**src/rtl/bae_pkg.sv**
```systemverilog
`default_nettype none

package bae_pkg;

  // field and state widths
  localparam int unsigned ProbW      = 12;
  localparam int unsigned RangeW     = 32;
  localparam int unsigned ByteW      = 8;
  localparam int unsigned ProbShift  = 12;
  localparam int unsigned MaxBytes   = 4;

  // default depth of the input queue
  localparam int unsigned FifoDepthDef = 4;

  // reset values of the bounds
  localparam logic [RangeW-1:0] LowReset  = '0;
  localparam logic [RangeW-1:0] HighReset = '1;

  // one queued input item
  typedef struct packed {
    logic             coded_bit;
    logic [ProbW-1:0] prob_one;
  } item_t;

  // head of the input queue as seen by the back end
  typedef struct packed {
    logic  valid;
    item_t item;
  } head_t;

  // back end sequencer states
  typedef enum logic [3:0] {
    S_IDLE = 4'b0001,
    S_MUL  = 4'b0010,
    S_UPD  = 4'b0100,
    S_EMIT = 4'b1000
  } back_state_e;

endpackage

`default_nettype wire

```
**src/rtl/bae_in_if.sv**
```systemverilog
`default_nettype none

interface bae_in_if;

  logic                      valid;
  logic                      ready;
  logic                      coded_bit;
  logic [bae_pkg::ProbW-1:0] prob_one;

  modport source (output valid, output coded_bit, output prob_one, input ready);
  modport sink   (input valid, input coded_bit, input prob_one, output ready);

endinterface

`default_nettype wire

```
**src/rtl/bae_out_if.sv**
```systemverilog
`default_nettype none

interface bae_out_if;

  logic                      valid;
  logic                      ready;
  logic [bae_pkg::ByteW-1:0] out_byte;
  logic                      last_of_run;

  modport source (output valid, output out_byte, output last_of_run, input ready);
  modport sink   (input valid, input out_byte, input last_of_run, output ready);

endinterface

`default_nettype wire

```
**src/rtl/binary_arithmetic_encoder_top.sv**
```systemverilog
`default_nettype none

// Binary arithmetic encoder with 32-bit low and high bounds. Each input item
// carries a bit and its 12-bit probability of being one; the block narrows
// the interval and emits the zero to four leading bytes on which both bounds
// then agree, flagging the final byte of each item with last_of_run. Items
// with no settled byte produce no output. Items are handled one at a time by
// the back end sequencer, which pops an item, multiplies the range by the
// probability in a registered 20x12 multiplier, updates the bounds, then
// drains settled bytes one per cycle into the output register while that
// register is free; it pops the next item only after the last is done.
// An input queue of FifoDepth items lets the source run ahead meanwhile.
// After reset the bounds are 0x00000000 and 0xFFFFFFFF; no flush is done.
module binary_arithmetic_encoder_top #(
  parameter int unsigned FifoDepth = bae_pkg::FifoDepthDef
) (
  input  wire logic clk_i,
  input  wire logic rst_ni,
  bae_in_if.sink    in_i,
  bae_out_if.source out_o
);

  import bae_pkg::*;

  head_t head;
  logic  pop;

  // input queue
  bae_front #(
    .FifoDepth (FifoDepth)
  ) u_front (
    .clk_i  (clk_i),
    .rst_ni (rst_ni),
    .in_i   (in_i),
    .head_o (head),
    .pop_i  (pop)
  );

  // coding sequencer and output register
  bae_back u_back (
    .clk_i  (clk_i),
    .rst_ni (rst_ni),
    .head_i (head),
    .pop_o  (pop),
    .out_o  (out_o)
  );

endmodule

`default_nettype wire

```
**src/rtl/bae_front.sv**
```systemverilog
`default_nettype none

module bae_front #(
  parameter int unsigned FifoDepth = bae_pkg::FifoDepthDef
) (
  input  wire logic      clk_i,
  input  wire logic      rst_ni,
  bae_in_if.sink         in_i,
  output bae_pkg::head_t head_o,
  input  wire logic      pop_i
);

  import bae_pkg::*;

  localparam int unsigned PtrW = $clog2(FifoDepth);
  localparam int unsigned CntW = $clog2(FifoDepth + 1);

  item_t            mem_q [FifoDepth];
  logic [PtrW-1:0]  wr_ptr_q, wr_ptr_d;
  logic [PtrW-1:0]  rd_ptr_q, rd_ptr_d;
  logic [CntW-1:0]  cnt_q, cnt_d;
  logic             push;
  logic             pop;

  // handshake and head of queue
  assign in_i.ready        = (cnt_q != CntW'(FifoDepth));
  assign push              = in_i.valid && in_i.ready;
  assign head_o.valid      = (cnt_q != '0);
  assign head_o.item       = mem_q[rd_ptr_q];
  assign pop               = pop_i && head_o.valid;

  // pointer and fill count update
  always_comb begin
    wr_ptr_d = wr_ptr_q;
    rd_ptr_d = rd_ptr_q;
    cnt_d    = cnt_q;
    if (push) begin
      wr_ptr_d = (wr_ptr_q == PtrW'(FifoDepth - 1)) ? '0 : wr_ptr_q + 1'b1;
    end
    if (pop) begin
      rd_ptr_d = (rd_ptr_q == PtrW'(FifoDepth - 1)) ? '0 : rd_ptr_q + 1'b1;
    end
    if (push && !pop) begin
      cnt_d = cnt_q + 1'b1;
    end else if (!push && pop) begin
      cnt_d = cnt_q - 1'b1;
    end
  end

  always_ff @(posedge clk_i or negedge rst_ni) begin
    if (!rst_ni) begin
      wr_ptr_q <= '0;
      rd_ptr_q <= '0;
      cnt_q    <= '0;
    end else begin
      wr_ptr_q <= wr_ptr_d;
      rd_ptr_q <= rd_ptr_d;
      cnt_q    <= cnt_d;
    end
  end

  // queue storage
  always_ff @(posedge clk_i) begin
    if (push) begin
      mem_q[wr_ptr_q] <= '{coded_bit: in_i.coded_bit, prob_one: in_i.prob_one};
    end
  end

  // fill count stays within depth
  a_cnt_bound: assert property (@(posedge clk_i) disable iff (!rst_ni)
    cnt_q <= CntW'(FifoDepth))
    else $error("queue fill count above depth");

  // a pop request only arrives with an item at the head
  a_pop_nonempty: assert property (@(posedge clk_i) disable iff (!rst_ni)
    pop_i |-> head_o.valid)
    else $error("pop from empty queue");

endmodule

`default_nettype wire

```
**src/rtl/bae_back.sv**
```systemverilog
`default_nettype none

module bae_back (
  input  wire logic            clk_i,
  input  wire logic            rst_ni,
  input  wire bae_pkg::head_t  head_i,
  output logic                 pop_o,
  bae_out_if.source            out_o
);

  import bae_pkg::*;

  localparam int unsigned WidthW = RangeW - ProbShift;
  localparam int unsigned CntW   = $clog2(MaxBytes);

  back_state_e       st_q, st_d;
  logic [RangeW-1:0] lo_q, lo_d;
  logic [RangeW-1:0] hi_q, hi_d;
  logic [RangeW-1:0] diff_q, diff_d;
  logic [RangeW-1:0] prod_q, prod_d;
  logic              bit_q, bit_d;
  logic [ProbW-1:0]  prob_q, prob_d;
  logic [CntW-1:0]   n_q, n_d;
  logic              ov_q, ov_d;
  logic [ByteW-1:0]  ob_q, ob_d;
  logic              ol_q, ol_d;
  logic [WidthW-1:0] width_w;
  logic [RangeW-1:0] split;
  logic              agree;
  logic              agree_next;
  logic              slot_free;

  assign width_w    = diff_q[RangeW-1:ProbShift];
  assign split      = lo_q + prod_q;
  assign agree      = (lo_q[RangeW-1 -: ByteW] == hi_q[RangeW-1 -: ByteW]);
  assign agree_next = (lo_q[RangeW-ByteW-1 -: ByteW] == hi_q[RangeW-ByteW-1 -: ByteW]);
  assign slot_free  = !ov_q || out_o.ready;

  assign out_o.valid       = ov_q;
  assign out_o.out_byte    = ob_q;
  assign out_o.last_of_run = ol_q;

  // sequencer: pop, multiply, update bounds, drain settled bytes
  always_comb begin
    st_d   = st_q;
    lo_d   = lo_q;
    hi_d   = hi_q;
    diff_d = diff_q;
    prod_d = prod_q;
    bit_d  = bit_q;
    prob_d = prob_q;
    n_d    = n_q;
    ov_d   = ov_q && !out_o.ready;
    ob_d   = ob_q;
    ol_d   = ol_q;
    pop_o  = 1'b0;
    case (st_q)
      S_IDLE: begin
        if (head_i.valid) begin
          pop_o  = 1'b1;
          bit_d  = head_i.item.coded_bit;
          prob_d = head_i.item.prob_one;
          diff_d = hi_q - lo_q;
          st_d   = S_MUL;
        end
      end
      S_MUL: begin
        prod_d = RangeW'(width_w * prob_q);
        st_d   = S_UPD;
      end
      S_UPD: begin
        if (bit_q) begin
          hi_d = split;
        end else begin
          lo_d = split + 1'b1;
        end
        n_d  = '0;
        st_d = S_EMIT;
      end
      S_EMIT: begin
        if (!agree) begin
          st_d = S_IDLE;
        end else if (slot_free) begin
          ov_d = 1'b1;
          ob_d = hi_q[RangeW-1 -: ByteW];
          ol_d = (n_q == CntW'(MaxBytes - 1)) || !agree_next;
          lo_d = {lo_q[RangeW-ByteW-1:0], {ByteW{1'b0}}};
          hi_d = {hi_q[RangeW-ByteW-1:0], {ByteW{1'b1}}};
          n_d  = n_q + 1'b1;
          if (ol_d) begin
            st_d = S_IDLE;
          end
        end
      end
      default: begin
        st_d = S_IDLE;
      end
    endcase
  end

  // control and bound registers
  always_ff @(posedge clk_i or negedge rst_ni) begin
    if (!rst_ni) begin
      st_q <= S_IDLE;
      lo_q <= LowReset;
      hi_q <= HighReset;
      ov_q <= 1'b0;
      n_q  <= '0;
    end else begin
      st_q <= st_d;
      lo_q <= lo_d;
      hi_q <= hi_d;
      ov_q <= ov_d;
      n_q  <= n_d;
    end
  end

  // working and output payload registers
  always_ff @(posedge clk_i) begin
    diff_q <= diff_d;
    prod_q <= prod_d;
    bit_q  <= bit_d;
    prob_q <= prob_d;
    ob_q   <= ob_d;
    ol_q   <= ol_d;
  end

  // the interval never inverts
  a_bounds_order: assert property (@(posedge clk_i) disable iff (!rst_ni)
    lo_q <= hi_q)
    else $error("low bound above high bound");

  // bounds differ in the top byte whenever a new item starts
  a_top_differs: assert property (@(posedge clk_i) disable iff (!rst_ni)
    (st_q == S_IDLE) |-> !agree)
    else $error("settled byte left undrained");

  // an item ends with a last marker when it emitted bytes
  a_last_on_exit: assert property (@(posedge clk_i) disable iff (!rst_ni)
    (st_q == S_EMIT && agree && slot_free && st_d == S_IDLE) |=> (ov_q && ol_q))
    else $error("run ended without last marker");

  // sequencer state stays one-hot
  a_state_onehot: assert property (@(posedge clk_i) disable iff (!rst_ni)
    $onehot(st_q))
    else $error("sequencer state not one-hot");

endmodule

`default_nettype wire
```
**src/flat_wrapper.sv**
```systemverilog
// flat-port wrapper written by rule: the top's interface ports become plain ports
module binary_arithmetic_encoder_top_flat import bae_pkg::*;
#(
  parameter int unsigned FifoDepth = bae_pkg::FifoDepthDef
)
  (clk_i, rst_ni, in_i_valid, in_i_coded_bit, in_i_prob_one, in_i_ready, out_o_valid, out_o_out_byte, out_o_last_of_run, out_o_ready);
  bae_in_if in_i_i ();
  bae_out_if out_o_i ();
  input  wire logic clk_i;
  input  wire logic rst_ni;
  input wire logic [$bits(in_i_i.valid)-1:0] in_i_valid;
  input wire logic [$bits(in_i_i.coded_bit)-1:0] in_i_coded_bit;
  input wire logic [$bits(in_i_i.prob_one)-1:0] in_i_prob_one;
  output wire logic [$bits(in_i_i.ready)-1:0] in_i_ready;
  output wire logic [$bits(out_o_i.valid)-1:0] out_o_valid;
  output wire logic [$bits(out_o_i.out_byte)-1:0] out_o_out_byte;
  output wire logic [$bits(out_o_i.last_of_run)-1:0] out_o_last_of_run;
  input wire logic [$bits(out_o_i.ready)-1:0] out_o_ready;
  assign in_i_i.valid = in_i_valid;
  assign in_i_i.coded_bit = in_i_coded_bit;
  assign in_i_i.prob_one = in_i_prob_one;
  assign in_i_ready = in_i_i.ready;
  assign out_o_valid = out_o_i.valid;
  assign out_o_out_byte = out_o_i.out_byte;
  assign out_o_last_of_run = out_o_i.last_of_run;
  assign out_o_i.ready = out_o_ready;
  binary_arithmetic_encoder_top #(.FifoDepth(FifoDepth)) u_core (.clk_i(clk_i), .rst_ni(rst_ni), .in_i(in_i_i), .out_o(out_o_i));
endmodule
```
**config.mk**
```make
export PLATFORM = sky130hd
export DESIGN_NAME = binary_arithmetic_encoder_top_flat
export DESIGN_NICKNAME = d
export VERILOG_FILES = /design/src/rtl/bae_pkg.sv /design/src/rtl/bae_in_if.sv /design/src/rtl/bae_out_if.sv /design/src/rtl/binary_arithmetic_encoder_top.sv /design/src/rtl/bae_front.sv /design/src/rtl/bae_back.sv /design/src/flat_wrapper.sv
export SDC_FILE = /design/constraint.sdc
export NUM_CORES = 1
export LEC_CHECK = 0
export BUFFER_PORTS_ARGS = -buffer_cell sky130_fd_sc_hd__buf_4
export CAP_MARGIN = 20
export CORE_UTILIZATION = 45
export CTS_BUF_LIST = sky130_fd_sc_hd__clkbuf_8
export CTS_CLUSTER_DIAMETER = 200
export CTS_CLUSTER_SIZE = 25
export DETAILED_ROUTE_END_ITERATION = 16
export PLACE_DENSITY_LB_ADDON = 0.15
export SLEW_MARGIN = 20
export SYNTH_ARGS = -nofsm -noshare
export SYNTH_HDL_FRONTEND = slang
export SYNTH_SLANG_ARGS = --single-unit
```
**constraint.sdc**
```tcl
create_clock -name clk_i -period 6.64 [get_ports clk_i]
set_input_delay 1.992 -clock clk_i [delete_from_list [all_inputs] [get_ports clk_i]]
set_output_delay 1.992 -clock clk_i [all_outputs]
set_load 0.05 [all_outputs]
```
# Word-level counts from Yosys, hierarchy flattened
# Memories as Yosys holds them, arrays and structs flattened. A register that Yosys moved wholly into a read port is not among the register bits.
# Index checks and enable logic that the tools add are counted.
[classes]
n_addsub = 8
eq_ne = 17
n_mul = 1
muxes = 27
reduce_logical = 21
[op_table]
columns = ["operator", "count"]
rows = [
  ["$mux 32", 6],
  ["$pmux 32 s2", 2],
  ["$add 32x1->32 const B", 1],
  ["$add 32x32->32", 1],
  ["$mul 20x12->32", 1],
  ["$sub 32x32->32", 1],
  ["$eq 8x8->1", 2],
  ["$mux 4", 4],
  ["$pmux 4 s4", 1],
  ["$ne 3x3->1 const B", 3],
  ["$reduce_and 3->1", 3],
  ["$mux 2", 4],
  ["$ne 2x2->1 const B", 4],
  ["$reduce_and 4->1", 2],
  ["$mux 1", 7],
  ["$add 2x1->2 const B", 3],
  ["$eq 2x2->1 const B", 3],
  ["$mux 3", 2],
  ["$logic_and 1x1->1", 5],
  ["$logic_not 1->1", 5],
  ["$eq 4x1->1 const B", 1],
  ["$eq 4x2->1 const B", 1],
  ["$eq 4x3->1 const B", 1],
  ["$eq 4x4->1 const B", 1],
  ["other kinds (8)", 10],
]
[word_totals]
mem_bits_rw = 52
memories = 1
in_bits = 17
elab_cells = 87
ff_bits = 151
out_inout_bits = 11
[mem_list]
columns = ["memory", "depth", "width", "read_ports", "rd_ports_with_merged_regs", "write_ports", "line", "source"]
rows = [
  ["u_core.u_front.mem_q", 4, 13, 1, 1, 1, "bae_front.sv:18", "item_t mem_q [FifoDepth];"],
]

# Longest topological paths before layout
# Gate-level depths: netlist of run 1.
[logic_depth]
word_depth = 7
ltp_mapped = 24
mapped_depth_nobuf = 23

# By module
# From an unflattened synthesis of run 1, not the netlist that was laid out.
[hier_totals]
hier_cells = 1927
hier_area_um2 = 18749.2
[modules_own_cells]
columns = ["mod", "seq_area_each_um2", "instances", "area_per_inst_um2", "cells_per_inst"]
rows = [
  ["bae_back", 4040.1, 1, 16433.3, 1823],
  ["bae_front", 1736.7, 1, 2316.0, 104],
]

# Least setup slack after synthesis of run 1
# OpenSTA, ideal clock, no wires.
[synth_timing]
kind = "reg-to-reg"
start = "reg u_core.u_back.diff_q[18]"
end = "reg u_core.u_back.prod_q[30], data pin"
t_arrival_ns = 5.660
path_buffers = 1
synth_period_minus_slack_ns = 5.918
stages_incl_launch_ff = 23
setup_time_ns = 0.258
slack_ns = 0.722
cell_sequence = "edfxtp_1 clkbuf_1 nand2_1 fa_1 inv_1 fa_1 fa_1 fa_1 inv_1 fa_1 inv_1 ha_1 a21o_1 a221oi_1 nor2b_1 o31a_1 o21ai_0 o211a_1 o21ai_0 o41ai_1 o21ai_0 a21oi_1 xnor2_1"
[synth_via]
elab_chain_len = 1
[synth_rtl]
columns = ["element", "line", "source"]
rows = [
  ["start: declaration", "bae_back.sv:19", "logic [RangeW-1:0] diff_q, diff_d;"],
  ["start signal: assignment", "bae_back.sv:120", "diff_q <= diff_d;"],
  ["$mul 20x12->32", "bae_back.sv:68", "prod_d = RangeW'(width_w * prob_q);"],
  ["end signal: assignment", "bae_back.sv:121", "prod_q <= prod_d;"],
  ["end: declaration", "bae_back.sv:20", "logic [RangeW-1:0] prod_q, prod_d;"],
]
# No other way between the ends.
# A chain may end at the register's enable or synchronous reset.

# Final worst setup path of run 1
[layout_timing]
start = "reg u_core.u_back.prob_q[6]"
end = "reg u_core.u_back.prod_q[30], data pin"
[layout_via]
elab_chain_len = 1
[layout_rtl]
columns = ["element", "line", "source"]
rows = [
  ["start: declaration", "bae_back.sv:22", "logic [ProbW-1:0] prob_q, prob_d;"],
  ["start signal: assignment", "bae_back.sv:123", "prob_q <= prob_d;"],
  ["$mul 20x12->32", "bae_back.sv:68", ""],
]
# No other way between the ends.

==> impl_results.md, run 1 <==
- #FFs+latches synth: 204
- CTS tree: built
- Final GP Congestion: 0.902
- Register area share after synthesis: 0.306
- Fillers: 3,941
- Setup Skew: 0.0523 ns
- Final core occ: 0.487
- Largest net degree at the start of global routing: 60
- Iteration-0 DRC Markers: 770
- CTS clk-pin slew, worst paths: 0.17 ns
- Clk buf depth: 3
- Vias in the first global route: 13,700
- Area of the die: 0.0428 mm2
- Unrepaired setup endpoints after global routing: no
- Commonest non-fill, non-tap cell in the layout: nand2_1
- Adder-Cell Fraction of Synth Area: 0.285
- Routed length per placed instance: 18.6 um
- Final setup fails: 0
- # DRC: 0
- Met2 Use GR: 0.387
- Vias after detailed routing: 13,600
- Core Region: 0.0411 mm2
- Hold Slack: 0.515 ns
- Fin. Hold Viols: 0
- Sum Neg Setup Slack: 0 ns
- Drt total wl: 46.4 mm
- Finished Layout Cells: 2,491
- Area Overhead vs Synth: 6.04%
- Crit path capture type: register
- Status: finished, final reports clean
- Most frequent cells in the layout: 290 x nand2_1, 275 x inv_1, 182 x fa_1
- Grt ovf: 0
- Post-synth EDFFs: 126
- Post-synthesis mux area share: 0.0276
- Rows: 74
- IO buf count: 27
- Clock H-tree levels: 1
- Worst-Skew Late Latency: 0.58 ns
- Crit path DAT: 6.56 ns
- Synth Area in Compound Gates: 0.106
- Crit Path Max Fanout: 9
- All-layer global routing usage: 0.226
- Xor and xnor area share after synthesis: 0.0384
- Synth Instances: 1,948
- Period utilisation layout: 0.936
- Largest family of logic cells by synthesized area: adder cells
- GRT busiest layer: met2
- Clock sink total: 204
- Met1 Use GR: 0.298
- First-pass GRT wire length: 74.1 mm
- Hold Crit Class: register to register
- Layout cell share with drive strength beyond 1: 0.0919
- Minimum clock period: 6.22 ns
- Routed vias/inst: 5.44
- WP data required: 6.98 ns
- Setup crit start kind: register
- Met3 Track Usage GR: 0.0306
- Async SR Flop Fraction: 0.382
- First-pass detailed-route iteration total: 7
- Maxcap violations: 0
- Die Wd: 207 um
- Ys flop type: edfxtp_1
- WS Path Type: register to register
- Simple-Gate Fraction of Synth Area: 0.166
- Top-Level Pins: 28
- Slew at the pin with the worst max-slew slack: 1.03 ns
- Syn_nets: 2,286
- Highest clock rate: 0.161 GHz
- Number of distinct library cells after synthesis: 86
- YS warnings: 0
- Post-Syn Area: 0.0189 mm2
- Die Y: 207 um
- Root buffer cell: clkbuf_8
- Initial antenna violation count: 0
- Max-slew violations: 0
- Worst slew margin: 0.317
- Detailed Place HPWL: 37.2 mm
- Nets: 2,290
- Initial Util: 0.459
- Cts bufs inserted: 12
- Syn_area_per_cell: 9.69 um2
- Post-DRT Antenna Nets: 0
- DP Cell Count: 2,455
[worst max-delay path, stage by stage (launching register included)]
cell and delay [ns]:
edfxtp_1 0.55, and2_1 0.21, fa_1 0.53, inv_1 0.06
fa_1 0.53, inv_1 0.05, fa_1 0.45, fa_1 0.49
inv_1 0.05, fa_1 0.47, inv_1 0.04, ha_1 0.32
and3_1 0.20, a221oi_2 0.33, nor2b_1 0.09, o31a_1 0.24
o21ai_0 0.15, o211a_1 0.24, o21ai_0 0.12, o41ai_1 0.31
buf_4 0.19, o21ai_0 0.07, a21oi_1 0.20, xnor2_1 0.09
[per-stage QoR]
| stage | area [um2] | setup slack [ns] |
|---|---|---|
| 4_1_cts | 19900 | 0.280 |
| 3_5_place_dp | 19700 | 0.302 |
| 3_3_place_gp | 19700 | 0.378 |
| 5_1_grt | 20000 | 0.0433 |
| 6_report | 20000 | 0.423 |
| 2_1_floorplan | 18900 | 0.722 |
[synthesized netlist by cell type, types with 4 or more instances]
cell type / instances / area, um2
a211oi_1: 12 / 90.1
a21o_1: 35 / 263
a21oi_1: 84 / 420
a31oi_1: 9 / 56.3
and2_1: 83 / 519
and3_1: 17 / 106
and4_1: 5 / 43.8
buf_1: 4 / 15.0
buf_2: 4 / 20.0
clkbuf_1: 73 / 274
dfrtp_1: 45 / 1130
dfstp_2: 33 / 867
edfxtp_1: 126 / 3780
fa_1: 182 / 3640
ha_1: 139 / 1740
inv_1: 269 / 1010
mux2_2: 6 / 67.6
mux2i_1: 16 / 160
mux4_2: 13 / 293
nand2_1: 290 / 1090
nand2b_1: 14 / 87.6
nand3_1: 20 / 100
nand4_1: 16 / 100
nor2_1: 91 / 342
nor2b_1: 15 / 93.8
nor3_1: 31 / 155
nor3b_1: 7 / 52.6
nor4_1: 6 / 37.5
nor4_2: 4 / 50.1
o211ai_1: 5 / 37.5
o21a_1: 16 / 120
o21ai_0: 83 / 415
o21ai_1: 4 / 20.0
o21bai_1: 8 / 60.1
o221ai_1: 5 / 43.8
o31a_1: 4 / 35.0
o31ai_1: 7 / 52.6
or2_2: 8 / 50.1
or3_1: 10 / 62.6
xnor2_1: 52 / 455
xor2_1: 29 / 254
[worst paths after layout]
check                                                end  cells past startpoint  slack, ns               startpoint
worst max register to register  u_core.u_back.prod_q[30]                     23       0.42  u_core.u_back.prob_q[6]
worst min register to register    u_core.u_back.hi_q[31]                      2       0.51   u_core.u_back.hi_q[31]
worst min-delay path              u_core.u_back.hi_q[31]                      2       0.51   u_core.u_back.hi_q[31]
min in group asynchronous         u_core.u_back.lo_q[25]                      1       1.28                   rst_ni
max in group asynchronous          u_core.u_back.lo_q[2]                      2       4.27                   rst_ni
worst max-delay path            u_core.u_back.prod_q[30]                     23       0.42  u_core.u_back.prob_q[6]
[registers in the layout, indices dropped and copies added, names as in the netlist]
name / count
u_core.u_back.hi_q: 32
u_core.u_back.out_o.out_byte: 8
u_core.u_back.lo_q: 32
u_core.u_back.prob_q: 12
u_core.u_front.rd_ptr_q: 2
u_core.u_back.n_q: 2
u_core.u_back.out_o.last_of_run: 1
u_core.u_back.bit_q: 1
u_core.u_back.prod_q: 32
u_core.u_back.st_q: 4
u_core.u_front.wr_ptr_q: 2
u_core.u_front.cnt_q: 3
u_core.u_back.out_o.valid: 1
u_core.u_front.mem_q: 52
u_core.u_back.diff_q: 20
[final cells by class]
class	count	area, um2	area share
diodes	1	2.50	0.000125
clock buffers	12	165	0.00825
inverters	269	1010	0.0504
well taps	532	666	0.0332
clock inverters	8	61.3	0.00306
flip-flops and latches	204	5780	0.289
multi-input cells	1392	11800	0.589
repair buffers	73	548	0.0274
[layer usage]
| layer | part of all wire | vias to the layer above | wire [um] |
|---|---|---|---|
| met5 | 0 | - | 0 |
| met4 | 0.029 | 0 | 1350 |
| met3 | 0.043 | 73 | 1990 |
| met2 | 0.49 | 296 | 22800 |
| met1 | 0.44 | 6735 | 20300 |
| li1 | - | 6459 | - |
[cell families after synthesis]
group | after synthesis
AO/OA/AOI/OAI | 312
XOR/XNOR | 82
adder cells (fa/ha/maj) | 321
buffers and inverters | 352
flip-flops | 204
multiplexers | 35
AND/OR/NAND/NOR | 642
[timing repair]
action                                  in CTS  in global routing
hold buffers                                 0                  0
resized for setup                            0                  1
hold endpoints to repair                     0                  0
buffers inserted                             0                 15
endpoints found under the setup margin       0                  3
Power of run 1 is left out: the tool's default activity adds up to more than one toggle a clock period on the data nets, which glitch-free logic cannot reach.
==> run 2: changes to the inputs <==
==> constraint.sdc (replaced) <==
create_clock -name clk_i -period 6.64 [get_ports clk_i]
set_input_delay 0.332 -clock clk_i [delete_from_list [all_inputs] [get_ports clk_i]]
set_output_delay 0.332 -clock clk_i [all_outputs]
set_load 0.05 [all_outputs]
==> run 2 against run 1 <==
- fmax up 0.58%
- register-to-register slack better by 0.04 ns
- sequential share of layout area down 0.21 points
- wire length up 0.17%
- final area up 0.74%
==> impl_results.md, run 2 (same netlist as run 1, synthesis figures left out) <==
- Max-slew violations: 0
- Unrepaired setup endpoints after global routing: no
- Grt ovf: 0
- Period utilisation layout: 0.931
- IO buf count: 27
- Die Y: 207 um
- Hold Crit Class: input pin to async pin
- Setup Skew: 0.0530 ns
- Critical Path Max Stage Delay: 0.55 ns
- Final setup fails: 0
- Met2 Use GR: 0.388
- Clk buf depth: 3
- Die Wd: 207 um
- Post-DRT Antenna Nets: 0
- Slowest cell on crit path: edfxtp_1
- Rows: 74
- Clock H-tree levels: 1
- Maxcap violations: 0
- Finished Layout Cells: 2,505
- Layout cell share with drive strength beyond 1: 0.0912
- Most frequent CP cell: fa_1
- Clock sink total: 204
- Detailed Place HPWL: 37.2 mm
- Crit path DAT: 6.53 ns
- Setup crit start kind: register
- Max reg flops: 52
- Vias in the first global route: 13,700
- N_diodes: 0
- Top-Level Pins: 28
- Iteration-0 DRC Markers: 805
- CTS tree: built
- Initial Util: 0.459
- Largest net degree at the start of global routing: 60
- Core Region: 0.0411 mm2
- Nets: 2,305
- # DRC: 0
- WP data required: 6.99 ns
- Routed vias/inst: 5.41
- Drt total wl: 46.5 mm
- Commonest non-fill, non-tap cell in the layout: nand2_1
- GRT busiest layer: met2
- Vias after detailed routing: 13,500
- First-pass GRT wire length: 74.2 mm
- Worst path cell trace: and2_1, fa_1, inv_1, fa_1, inv_1, fa_1, fa_1, inv_1, fa_1, inv_1, ha_1, and3_1, a221oi_2, nor2b_1, o31a_1, o21ai_0, o211a_1, o21ai_0, o41ai_1, buf_4, o21ai_0, a21oi_1, xnor2_1
- Fin. Hold Viols: 0
- Largest reg by FF count: u_core.u_front.mem_q
- Crit path capture type: register
- First-pass detailed-route iteration total: 5
- Area of the die: 0.0428 mm2
- Most frequent cells in the layout: 290 x nand2_1, 275 x inv_1, 182 x fa_1
- DP Cell Count: 2,455
- Met3 Track Usage GR: 0.0306
- Worst slew margin: 0.311
- Crit Path Max Fanout: 9
- Initial antenna violation count: 0
- Root buffer cell: clkbuf_8
- Status: finished, final reports clean
- Sum Neg Setup Slack: 0 ns
- WS Path Type: register to register
- Routed length per placed instance: 18.6 um
- Minimum clock period: 6.18 ns
- Final GP Congestion: 0.902
- Worst-Skew Late Latency: 0.58 ns
- Met1 Use GR: 0.299
- CTS clk-pin slew, worst paths: 0.18 ns
- All-layer global routing usage: 0.226
- Slew at the pin with the worst max-slew slack: 1.03 ns
- Highest clock rate: 0.162 GHz
- Cts bufs inserted: 12
- Area Overhead vs Synth: 6.83%
run 2: changes by cell type in the layout (fill, tap and decap cells not counted), sizes merged:
cell and delta:
dlygate4sd3 +15, diode -1
run 2: per-stage QoR:
stage | setup slack, ns | utilization | hold slack [ns] | cell area [um2]
floorplan | 0.722 | - | 0.0364 | 18900
global placement | 0.378 | 0.479 | 0.233 | 19700
detailed placement | 0.302 | 0.479 | 0.232 | 19700
CTS | 0.280 | 0.488 | 0.135 | 20100
global route | 0.0449 | 0.491 | 0.173 | 20200
finish | 0.459 | 0.491 | 0.174 | 20200
run 2: repair_timing:
item	4_1_cts	5_1_grt
endpoints found under the hold margin	72	0
endpoints found under the setup margin	0	3
buffers inserted	0	15
resized for setup	0	1
hold buffers	15	0
run 2: routing by layer:
layer	wire, um	part of all wire
met1	20300	0.44
met2	22800	0.49
met3	2120	0.046
met4	1340	0.029
met5	0	0
run 2: cell type report:
type                    instances  area (um2)
well taps                     532         666
inverters                     269        1010
clock inverters                 8        61.3
fillers                      3930       20900
multi-input cells            1392       11800
clock buffers                  12         165
repair buffers                 88         698
flip-flops and latches        204        5780
run 2: worst max-delay path: cells and delay by family (launching register included):
kind,cells,cell delay [ns]
buffers and inverters,5,0.39
xor gates and xnor gates,1,0.08
adders and majority gates,6,2.79
and+or+nand+nor,3,0.50
DFF,1,0.55
AOI/OAI and AO/OA,8,1.64
run 2: path summary, 6_finish.rpt:
path	start	to	slack [ns]	cells past startpoint
max in group asynchronous	rst_ni	u_core.u_back.lo_q[6]	5.38	3
min reg2reg	u_core.u_back.hi_q[31]	u_core.u_back.hi_q[31]	0.52	2
min in group clk_i	in_i_valid	u_core.u_front.wr_ptr_q[1]	0.28	3
max reg2reg	u_core.u_back.prob_q[6]	u_core.u_back.prod_q[30]	0.46	23
min	rst_ni	u_core.u_back.lo_q[25]	0.17	2
max	u_core.u_back.prob_q[6]	u_core.u_back.prod_q[30]	0.46	23
Power of run 2 is left out for the same reason.
==> run 3: changes to the inputs <==
ABC_AREA = 1   (was not set)
SYNTH_HIERARCHICAL = 1   (was not set)
==> run 3 against run 2 <==
- die area up 10%
- utilization down 0.81 points
- fmax up 5.8%
- wire length up 26%
- via count up 27%
- register-to-register slack better by 0.34 ns
- sequential share of layout area down 2.3 points
- sequential cell count unchanged
==> impl_results.md, run 3 <==
- Status: finished, final reports clean
- Initial Util: 0.457
- Max reg flops: 52
- Simple-Gate Fraction of Synth Area: 0.229
- Maxcap violations: 0
- Number of distinct library cells after synthesis: 54
- Area Overhead vs Synth: 5.49%
- Sum Neg Setup Slack: 0 ns
- Clk buf depth: 3
- Worst-Skew Late Latency: 0.57 ns
- Synth Area in Compound Gates: 0.0849
- Period utilisation layout: 0.880
- Synth Instances: 2,722
- Highest clock rate: 0.171 GHz
- Total setup buffers inserted after CTS: 0
- Post-synthesis mux area share: 0
- Detailed Place HPWL: 47.9 mm
- #FFs+latches synth: 204
- Hold buffer count at CTS: 15
- Unrepaired setup endpoints after global routing: no
- # DRC: 0
- Most frequent cells in the layout: 786 x nand2_1, 614 x inv_1, 182 x fa_1
- YS warnings: 6
- CP Launch Point: u_core/u_back/prob_q[4]
- Yosys top cell by area: edfxtp_1
- WS Path Type: register to register
- Layout cell share with drive strength beyond 1: 0.0575
- Max-slew violations: 0
- Commonest non-fill, non-tap cell in the layout: nand2_1
- Worst path cell trace: nand2_1, fa_1, inv_1, fa_1, inv_1, fa_1, inv_1, fa_1, fa_1, ha_1, nand2_1, nor4_1, o21ai_0, nand3_1, nand2_1, nand2_1, a21oi_1, o21ai_0, xor2_1
- Root buffer cell: clkbuf_8
- Crit path max-delay family: adder cells
- Post-synth EDFFs: 126
- Worst slew margin: 0.297
- Fin. Hold Viols: 0
- Slew at the pin with the worst max-slew slack: 1.05 ns
- Crit path DAT: 6.15 ns
- Area of the die: 0.0471 mm2
- Slowest cell on crit path: edfxtp_1
- Hold Crit Class: input pin to register
- N_diodes: 0
- Largest reg by FF count: u_core/u_front/mem_q
- First-pass detailed-route iteration total: 7
- Syn_area_per_cell: 7.64 um2
- Vias in the first global route: 17,000
- Rows: 78
- Adder-Cell Fraction of Synth Area: 0.259
- CTS tree: built
- Yosys top cell area share: 0.182
- Die Y: 217 um
- Minimum clock period: 5.84 ns
- Most frequent CP cell: fa_1
- Post-DRT Antenna Nets: 0
- Count leader, synth: nand2_1
- Xor and xnor area share after synthesis: 0.0223
- Top-Level Pins: 28
- Initial antenna violation count: 0
- Die Wd: 217 um
- Async SR Flop Fraction: 0.382
- Routed vias/inst: 5.18
- All-layer global routing usage: 0.255
- Synth top cells by count: 786 x nand2_1, 609 x inv_1, 182 x fa_1
- CTS resizes: 0
- Top cells by area, synth: edfxtp_1 18%, fa_1 18%, nand2_1 14%
- Setup Skew: 0.0638 ns
- WP data required: 6.95 ns
- Register area share after synthesis: 0.278
- Largest family of logic cells by synthesized area: adder cells
- Routed length per placed instance: 17.6 um
- IO buf count: 27
- Grt ovf: 0
- Cts bufs inserted: 12
- Drt total wl: 58.5 mm
- Clock H-tree levels: 1
- Final GP Congestion: 0.934
- Iteration-0 DRC Markers: 1,316
- Core Region: 0.0455 mm2
- Final setup fails: 0
- Vias after detailed routing: 17,200
- Buf+Inv Stages, Crit Path: 3
- Ys flop type: edfxtp_1
- Post-Syn Area: 0.0208 mm2
- Crit path capture type: register
- Nets: 3,061
- Critical Path Max Stage Delay: 0.86 ns
- First-pass GRT wire length: 93.3 mm
- Syn_nets: 3,060
- Largest net degree at the start of global routing: 57
- Clock sink total: 204
- Crit Path Max Fanout: 20
- Setup crit start kind: register
- CTS clk-pin slew, worst paths: 0.15 ns
- Hold_sp: in_i_valid
- Reg-to-Reg Start: u_core/u_back/prob_q[4]
- Fillers: 4,572
## run 3: cell types whose count changed in the layout (fill, tap and decap cells not counted), sizes merged, moves of 24 or more
cell and change:
nand2 +513, inv +348, nor2 +107, nand3 +86
and2 -84, xnor2 -37, a21o -29, buf -28
o211ai +27, nor3 -24
## run 3: final timing paths
check,to,slack [ns],cells past startpoint
setup / recovery,u_core/u_back/prod_q[30],0.80,19
hold / removal,u_core/u_front/wr_ptr_q[1],0.04,3
setup reg to reg,u_core/u_back/prod_q[30],0.80,19
hold reg to reg,u_core/u_back/n_q[0],0.50,1
max in group asynchronous,u_core/u_back/lo_q[26],5.38,3
min in group asynchronous,u_core/u_back/st_q[1],0.21,2
## run 3: metrics by stage
step	hold slack, ns	cell area [um2]	instances	setup WS, ns	util
CTS	0.0122	21900	3329	0.861	0.483
detailed placement	0.241	21600	3294	0.886	0.474
finish	0.0423	21900	3329	0.796	0.483
global placement	0.240	21600	3294	0.948	0.474
global route	0.0165	21900	3329	0.571	0.483
floorplan	0.0364	20800	2722	1.56	-
## run 3: layer usage
layer / GRT usage / vias to the layer above / part of all wire
li1: - / 8374 / -
met1: 0.371 / 8286 / 0.47
met4: 0.0495 / 0 / 0.017
met2: 0.416 / 513 / 0.46
met3: 0.0201 / 61 / 0.056
met5: 0 / - / 0
## run 3: cells by family (layout without fill, tap and decap cells)
group                      after synthesis  after routing
and+or+nand+nor                       1154           1154
xor gates and xnor gates                53             53
AOI/OAI and AO/OA                      299            299
adders and majority gates              321            321
buffers and inverters                  691            698
DFF                                    204            204
## run 3: layout make-up
class | instances | area [um2] | area share
tap | 600 | 751 | 0.0342
clock buffer | 13 | 179 | 0.00815
sequential | 204 | 5780 | 0.263
timing repair buffer | 60 | 488 | 0.0222
clock inverter | 7 | 43.8 | 0.00200
multi-input combinational | 1827 | 12400 | 0.564
inverter | 618 | 2320 | 0.106
## run 3: tightest hold or removal path, cell delays in order
cell,delay [ns]
buf_4,0.09
nand3_1,0.07
nand2_1,0.06
Power of run 3 is left out for the same reason.
